## src/obp_pkg.sv

```systemverilog
// Shared types, codes and defaults for the online bin packer.
package obp_pkg;

    localparam int DEF_MAX_BINS    = 64;
    localparam int DEF_WEIGHT_BITS = 24;

    localparam int CAP_BITS    = 24;
    localparam int IDX_OUT_W   = 6;
    localparam int USED_OUT_W  = 7;
    localparam int STATUS_W    = 2;
    localparam int CFG_IDX_W   = 1;
    localparam int CFG_DATA_W  = 24;

    // register indexes on the configuration port
    localparam logic [CFG_IDX_W-1:0] REG_CAPACITY = 1'd0;
    localparam logic [CFG_IDX_W-1:0] REG_FIT_MODE = 1'd1;

    localparam logic [CAP_BITS-1:0] CAPACITY_RESET = 24'd25600;

    // fit modes
    localparam logic FIT_NEXT  = 1'b0;
    localparam logic FIT_FIRST = 1'b1;
    localparam logic FIT_MODE_RESET = FIT_FIRST;

    // result status codes
    localparam logic [STATUS_W-1:0] ST_PLACED   = 2'd0;
    localparam logic [STATUS_W-1:0] ST_OVERSIZE = 2'd1;
    localparam logic [STATUS_W-1:0] ST_FULL     = 2'd2;

    // control part of a request as it walks down the cell row
    typedef struct packed {
        logic valid;     // a request sits in this slot
        logic last;      // final request of a set
        logic done;      // already placed in, or opened, a bin
        logic oversize;  // weight above capacity
    } tok_flags_t;

endpackage

```

## src/obp_cell.sv

```systemverilog
// One bin of the packer row: holds the bin load and open bit, forwards the request.
module obp_cell
    import obp_pkg::*;
#(
    parameter int MAX_BINS    = DEF_MAX_BINS,
    parameter int WEIGHT_BITS = DEF_WEIGHT_BITS,
    parameter int INDEX       = 0
)
(
    input  logic                            clk,
    input  logic                            rst_n,
    input  logic                            advance,
    input  logic [CAP_BITS-1:0]             capacity,
    input  logic                            fit_mode,
    input  tok_flags_t                      in_flags,
    input  logic [WEIGHT_BITS-1:0]          in_weight,
    input  logic [$clog2(MAX_BINS)-1:0]     in_idx,
    input  logic [$clog2(MAX_BINS+1)-1:0]   in_used,
    input  logic                            next_open_after,
    output logic                            open_after,
    output tok_flags_t                      out_flags,
    output logic [WEIGHT_BITS-1:0]          out_weight,
    output logic [$clog2(MAX_BINS)-1:0]     out_idx,
    output logic [$clog2(MAX_BINS+1)-1:0]   out_used
);

    localparam int IDX_W = $clog2(MAX_BINS);
    localparam int CNT_W = $clog2(MAX_BINS + 1);
    localparam int CMP_W = ((WEIGHT_BITS > CAP_BITS) ? WEIGHT_BITS : CAP_BITS) + 1;

    logic                   open_reg;
    logic [WEIGHT_BITS-1:0] load_reg;
    logic [WEIGHT_BITS-1:0] load_next;
    tok_flags_t             flags_reg;
    tok_flags_t             flags_next;
    logic [WEIGHT_BITS-1:0] weight_reg;
    logic [IDX_W-1:0]       idx_reg;
    logic [IDX_W-1:0]       idx_next;
    logic [CNT_W-1:0]       used_reg;
    logic [CNT_W-1:0]       used_next;
    logic [CMP_W-1:0]       sum;
    logic                   live;
    logic                   fits;
    logic                   place;
    logic                   open_new;

    always_comb
    begin
        sum  = CMP_W'(load_reg) + CMP_W'(in_weight);
        live = in_flags.valid & ~in_flags.done;
        // next fit: this bin is the newest when the bin above stays closed
        fits = open_reg & ~in_flags.oversize & (sum <= CMP_W'(capacity))
               & ((fit_mode == FIT_FIRST) | ~next_open_after);
        place    = live & fits;
        open_new = live & ~open_reg;
        open_after = open_reg | open_new;

        load_next = load_reg;
        if (open_new)
        begin
            load_next = in_weight;
        end
        else if (place)
        begin
            load_next = sum[WEIGHT_BITS-1:0];
        end

        flags_next      = in_flags;
        flags_next.done = in_flags.done | place | open_new;
        idx_next  = (place | open_new) ? IDX_W'(INDEX) : in_idx;
        used_next = open_after ? CNT_W'(INDEX + 1) : in_used;
    end

    always_ff @(posedge clk or negedge rst_n)
    begin
        if (!rst_n)
        begin
            open_reg  <= 1'b0;
            flags_reg <= '0;
        end
        else if (advance)
        begin
            flags_reg <= flags_next;
            if (in_flags.valid)
            begin
                // a last request closes the bin behind it
                open_reg <= in_flags.last ? 1'b0 : open_after;
            end
        end
    end

    always_ff @(posedge clk)
    begin
        if (advance)
        begin
            weight_reg <= in_weight;
            idx_reg    <= idx_next;
            used_reg   <= used_next;
            if (in_flags.valid)
            begin
                load_reg <= load_next;
            end
        end
    end

    assign out_flags  = flags_reg;
    assign out_weight = weight_reg;
    assign out_idx    = idx_reg;
    assign out_used   = used_reg;

endmodule

```

## config.mk

```make
export PLATFORM = sky130hd
export DESIGN_NAME = obp_cell
export DESIGN_NICKNAME = d
export VERILOG_FILES = /design/src/obp_pkg.sv /design/src/obp_cell.sv
export SDC_FILE = /design/constraint.sdc
export NUM_CORES = 1
export LEC_CHECK = 0
export BUFFER_PORTS_ARGS = -buffer_cell sky130_fd_sc_hd__clkbuf_2
export CAP_MARGIN = 20
export CORE_ASPECT_RATIO = 1.1
export CORE_MARGIN = 1
export CORE_UTILIZATION = 55
export CTS_BUF_LIST = sky130_fd_sc_hd__clkbuf_8
export DETAILED_ROUTE_END_ITERATION = 10
export GPL_ROUTABILITY_DRIVEN = 0
export HOLD_SLACK_MARGIN = 0.15
export PLACE_DENSITY_LB_ADDON = 0.15
export RECOVER_POWER = 25
export SYNTH_ARGS = -nofsm -noshare
export SYNTH_HDL_FRONTEND = slang
export SYNTH_SLANG_ARGS = --single-unit
```

## constraint.sdc

```tcl
create_clock -name clk -period 5.3 [get_ports clk]
set_clock_uncertainty 0.05 [all_clocks]
set_input_delay 0 -clock clk [delete_from_list [all_inputs] [get_ports clk]]
set_output_delay 0 -clock clk [all_outputs]
set_load 0.02 [all_outputs]
```

After elaboration in Yosys (flattened, before gate mapping)
Index checks and enable logic that the tools add are counted.
Cells by class
  $add $sub $neg: 1
  magnitude comparators: 1
  multiplexer cells: 3
  bitwise operators: 15
  reduce and logical (&&, ||, !) cells: 3
Operators with widths (number)
  $mux W24: 2
  $add A24 B24 Y25: 1
  $le A25 B24 Y1: 1
  $and A1 B1 Y1: 6
  $or A1 B1 Y1: 5
  $not A1 Y1: 4
  $reduce_and A3 Y1: 1
  $reduce_and A2 Y1: 1
  $reduce_bool A2 Y1: 1
  $mux W1: 1
Storage, ports and cells
  register bits after elaboration: 66
  input bits: 70

Depth between registers and ports, before layout
  depth in word-level cells: 7
  depth in mapped cells: 16
  gate-level depth less buffers: 16

Least setup slack after synthesis
No wires, ideal clock.
  path type: reg-to-reg
  start point: reg load_reg[0]
  end point: reg load_reg[0] (enable)
  library setup time: 0.405 ns
  arrival: 4.363 ns
  data required time: 4.845 ns
  path slack: 0.483 ns
  stages on the path, launching flop included: 17
  buffers on the path: 0
  clock period less this slack: 4.817 ns
  cell sequence: edfxtp_1 -> ha_1 -> fa_1 -> a211oi_2 -> o21ai_2 -> o2111ai_2 -> a31o_4 -> o21ai_4 -> xor2_2 -> ha_1 -> a2111oi_0 -> o21ai_1 -> a21oi_1 -> a31oi_1 -> nor3_1 -> o2bb2ai_2 -> nor2_1
Between the ends
  cells in the longest elaborated chain, start to end: 7
Ends and longest elaborated chain
  start: declaration: RTL line obp_cell.sv:32  | logic [WEIGHT_BITS-1:0] load_reg;
  start signal: assignment: RTL line obp_cell.sv:101  | load_reg <= load_next;
  $add A24 B24 Y25: RTL line obp_cell.sv:49  | sum = CMP_W'(load_reg) + CMP_W'(in_weight);
  $le A25 B24 Y1: RTL line obp_cell.sv:52  | fits = open_reg & ~in_flags.oversize & (sum <= CMP_W'(capacity))
  $and A1 B1 Y1: RTL line obp_cell.sv:52
  $and A1 B1 Y1: RTL line obp_cell.sv:53  | & ((fit_mode == FIT_FIRST) | ~next_open_after);
  $and A1 B1 Y1: RTL line obp_cell.sv:54  | place = live & fits;
  $reduce_bool A2 Y1 (no line)
  $reduce_and A3 Y1 (no line)
No other way between the ends.
A chain may end at the register's enable or synchronous reset.

Final worst setup path
  start point: reg load_reg[0]
  end point: reg load_reg[12] (enable)
The elaborated chain is that of the path after synthesis.

==> report_table.html <==
<table>
<tr><th>Metric</th><th>Value</th></tr>
<tr><th colspan="2">Outcome</th></tr>
<tr><td>Outcome</td><td>finished, violations left</td></tr>
<tr><td>Violated checks</td><td>max-capacitance violations, max-slew violations</td></tr>
<tr><th colspan="2">Timing</th></tr>
<tr><td>Final Hold Violating Endpoints</td><td>0</td></tr>
<tr><td>Setup repair after global routing missed its margin</td><td>false</td></tr>
<tr><td>Min Clock Period, post-route</td><td>4.594 ns</td></tr>
<tr><td>Period Utilization, post-route</td><td>86.68%</td></tr>
<tr><td>Total setup violations reported at the end of the flow</td><td>0</td></tr>
<tr><td>Transition at the pin with the smallest max-transition slack</td><td>approximately 1.6 ns</td></tr>
<tr><td>Slew Viols, Final</td><td>32</td></tr>
<tr><td>Summed negative setup slack over all endpoints</td><td>0 ns</td></tr>
<tr><td>FMAX</td><td>around 220 MHz</td></tr>
<tr><td>Max transition margin</td><td>-4.674%</td></tr>
<tr><th colspan="2">Route</th></tr>
<tr><td>Initial drt markers</td><td>134</td></tr>
<tr><td>Routed len/inst</td><td>approximately 15 um</td></tr>
<tr><td>Ratio of routed vias to standard cells</td><td>5.421</td></tr>
<tr><td>Total number of vias</td><td>between 3,000 and 4,000</td></tr>
<tr><td>Total DRC errors in the routed layout</td><td>0</td></tr>
<tr><td>DRT Pass-1 Iters</td><td>4</td></tr>
<tr><td>Overall routed net length</td><td>10,490 um</td></tr>
<tr><td>Count of antenna-violating nets left after detailed routing</td><td>0</td></tr>
<tr><th colspan="2">Global routing</th></tr>
<tr><td>Total track usage</td><td>a little over a quarter</td></tr>
<tr><td>Maximum number of pins on one net before global-route repair</td><td>32</td></tr>
<tr><td>First-pass GRT wire length</td><td>16,820 um</td></tr>
<tr><td>Number of antenna violations at the first check in global routing</td><td>0</td></tr>
<tr><td>Remaining global-route overflow</td><td>0</td></tr>
<tr><td>Number of global-route vias before repair</td><td>3,657</td></tr>
<tr><th colspan="2">Synth</th></tr>
<tr><td>Sequential element share of the synthesized area</td><td>roughly 44%</td></tr>
<tr><td>Post-Syn Area per Cell</td><td>10.52 um2</td></tr>
<tr><td>Yosys cell types</td><td>62</td></tr>
<tr><td>Most instantiated flip-flop cell in the synthesis netlist</td><td>edfxtp_1</td></tr>
<tr><td>Proportion of synthesized flip-flops having asynchronous set or reset</td><td>7.576%</td></tr>
<tr><td>Count of warnings emitted by yosys</td><td>0</td></tr>
<tr><td>Cell Area, Synth</td><td>0.004399 mm2</td></tr>
<tr><td>Post-Syn Instances</td><td>418</td></tr>
<tr><td>Synth Register Bits</td><td>66</td></tr>
<tr><td>Syn_nets</td><td>537</td></tr>
<tr><td>Number of enable-type register cells in the synthesized netlist</td><td>around 60</td></tr>
<tr><th colspan="2">Layout</th></tr>
<tr><td>Non-Filler Cell Area, Final</td><td>0.005677 mm2</td></tr>
<tr><td>Nets</td><td>between 700 and 800</td></tr>
<tr><td>Final standard cell count with taps included and fillers excluded</td><td>693</td></tr>
<tr><td>Total inserted antenna cells</td><td>0</td></tr>
<tr><td>Fin util</td><td>74.72%</td></tr>
<tr><td>Share of layout cells above drive strength 1</td><td>23.64%</td></tr>
<tr><td>Layout Area Growth over Synthesis</td><td>29.04%</td></tr>
<tr><th colspan="2">Place</th></tr>
<tr><td>Placed instance area</td><td>0.005090 mm2</td></tr>
<tr><td>Post-Place Cells</td><td>632</td></tr>
<tr><td># port buffers</td><td>111</td></tr>
<tr><td>Half-perimeter wire length after detailed placement</td><td>7439 um</td></tr>
<tr><th colspan="2">Critical path</th></tr>
<tr><td>Startpoint of the worst register-to-register path</td><td>load_reg[0]</td></tr>
<tr><td>R2r setup slk</td><td>roughly 0.71 ns</td></tr>
<tr><td>CP max FO</td><td>24</td></tr>
<tr><td>Worst Reg-to-Reg Cells</td><td>17</td></tr>
<tr><td>Nature of the critical path startpoint</td><td>flip-flop</td></tr>
<tr><td>Critical Path End Type</td><td>flip-flop</td></tr>
<tr><td>CP arrival</td><td>4.56 ns</td></tr>
<tr><td>Reg-to-reg endpoint</td><td>load_reg[12]</td></tr>
<tr><td>Crit path kind</td><td>reg -&gt; reg</td></tr>
<tr><td>Worst endpoint required time</td><td>roughly 5.3 ns</td></tr>
<tr><th colspan="2">Power</th></tr>
<tr><td>Static Leakage</td><td>0.002466 uW</td></tr>
<tr><td>Power per Cell Area</td><td>about 250 mW/mm2</td></tr>
<tr><td>IR Drop Worst-Case VDD</td><td>between 100 and 150 uV</td></tr>
<tr><th colspan="2">Hold path</th></tr>
<tr><td>Endpoint of the worst hold-timing path</td><td>out_weight[17]</td></tr>
<tr><td>Worst Hold Depth</td><td>1</td></tr>
<tr><td>Hold Path Class</td><td>in -&gt; reg</td></tr>
<tr><td>Startpoint of the lowest-slack hold path</td><td>advance</td></tr>
<tr><th colspan="2">Clock network</th></tr>
<tr><td>Total clock buffers created by CTS</td><td>9</td></tr>
<tr><td>Max H-tree Level</td><td>3</td></tr>
<tr><td>Post-cts repair resize count</td><td>0</td></tr>
<tr><td>Clock input transition at the sequential cells of the worst setup and hold paths</td><td>0.07 ns</td></tr>
<tr><td>Sinks on Clock Net</td><td>66</td></tr>
<tr><td>Worst-skew pair later-pin latency</td><td>approximately 0.35 ns</td></tr>
<tr><td>Root buffer cell</td><td>clkbuf_8</td></tr>
<tr><td>Post-CTS Repair Setup Buffers</td><td>0</td></tr>
<tr><td>Maximum root-to-sink buffer count</td><td>2</td></tr>
<tr><td>TritonCTS clock tree</td><td>built</td></tr>
<tr><td>Count of hold buffers inserted by post-cts repair</td><td>44</td></tr>
<tr><th colspan="2">Die</th></tr>
<tr><td>Overall die height</td><td>95.80 um</td></tr>
<tr><td>Area of the placeable core</td><td>approximately 0.0076 mm2</td></tr>
<tr><td>Number of top-level design ports</td><td>112</td></tr>
<tr><td>Overall die area</td><td>0.008360 mm2</td></tr>
<tr><td>Row count</td><td>33</td></tr>
<tr><td>Die W</td><td>87.27 um</td></tr>
<tr><td>Starting density of the core</td><td>57.91%</td></tr>
<tr><th colspan="2">Job</th></tr>
<tr><td>Number of maximum-capacitance violations</td><td>1</td></tr>
</table>
worst max-delay path by stage:
stage	startpoint	endpoint	slack (ns)	depth (start not counted)
floorplan	load_reg[0]	load_reg[0]	0.48	16
global placement	load_reg[0]	load_reg[12]	0.88	17
finish	load_reg[0]	load_reg[12]	0.71	17
CTS	load_reg[0]	load_reg[9]	0.69	17
global route	load_reg[15]	load_reg[11]	0.29	16
detailed placement	load_reg[0]	load_reg[10]	0.69	17
synthesized netlist by cell type (3+ instances only):
library cell | count | area share (%)
nand2_1 | 62 | 5.3
edfxtp_1 | 61 | 42
ha_1 | 48 | 14
inv_1 | 28 | 2.4
a21oi_1 | 24 | 2.7
nor2_1 | 23 | 2.0
o21ai_0 | 14 | 1.6
and2_1 | 13 | 1.8
nor3_1 | 11 | 1.3
xor2_1 | 11 | 2.2
mux2_2 | 9 | 2.3
xnor2_1 | 9 | 1.8
nand4_1 | 7 | 1.0
a31oi_1 | 6 | 0.85
nor2b_1 | 6 | 0.85
nor3b_1 | 6 | 1.0
o21ai_1 | 6 | 0.68
a211oi_1 | 5 | 0.85
dfrtp_1 | 5 | 2.8
o21ai_2 | 5 | 1.0
a21o_1 | 4 | 0.68
nand2b_1 | 4 | 0.57
nand3_1 | 3 | 0.34
o21a_1 | 3 | 0.51
layout make-up:
class                   count  area, um2
repair buffers            159      994.7
clock buffers               9      123.9
multi-input cells         319       2318
inverters                  28      105.1
flip-flops and latches     66       1957
well taps                 105      131.4
clock inverters             7      46.29
fillers                   570       1921
where the power goes:
group / internal [uW] / switching [uW]
sequential: 612 / 10.8
combinational: 175 / 229
clock: 167 / 204
kinds of logic (layout without fill, tap and decap cells):
family                     Yosys count  in the layout  share of synthesized area (%)
DFF                                 66             66                          44.48
buffers and inverters               33            203                          2.872
AOI/OAI and AO/OA                   89             89                          14.48
muxes                               11             11                          2.873
adders and majority gates           49             49                          14.11
xor gates and xnor gates            22             22                          4.721
and+or+nand+nor                    148            148                          16.47
critical path: stages (launching register included):
cell       delay, ns
edfxtp_1        0.37
ha_1            0.23
fa_1            0.44
a211oi_2        0.22
o21ai_2         0.10
o2111ai_2       0.21
a31o_4          0.26
o21ai_4         0.09
xor2_2          0.15
ha_1            0.31
a2111oi_0       0.46
o21ai_1         0.13
a21oi_1         0.13
a31oi_1         0.10
nor3_1          0.31
o2bb2ai_2       0.18
nor2_2          0.13
buf_4           0.35
per-layer routing:
metal	vias up	routed length [um]	global-route usage, %
met3	13	565	4.803
met4	0	146	8.743
met1	1762	4540	31.67
met5	-	0	0
met2	120	5233	47.66
li1	1862	-	-
per-stage QoR:
stage / setup WS [ns] / total power [uW] / hold WS, ns
floorplan: 0.4826 / 889.4 / -0.3456
global placement: 0.8814 / 997.7 / -0.2280
detailed placement: 0.6941 / 1008 / -0.2266
CTS: 0.6941 / 1409 / 0.1528
global route: 0.2918 / 1473 / 0.3303
finish: 0.7061 / 1399 / 0.3042
cell usage in the layout (no fill, tap or decap), drive strengths merged, types with 5 or more instances in the layout:
master and count:
edfxtp 61, inv 28, nand4 7, nand2 63, nor3b 6, dlygate4sd3 44, clkbuf 121, xor2 13
and2 13, o21ai 26, nor3 12, mux2 10, dfrtp 5, xnor2 9, nor2 24, nor2b 6
a31oi 6, a211oi 6, a21oi 24, ha 48
No activity file was read; power rests on OpenSTA's default activity.
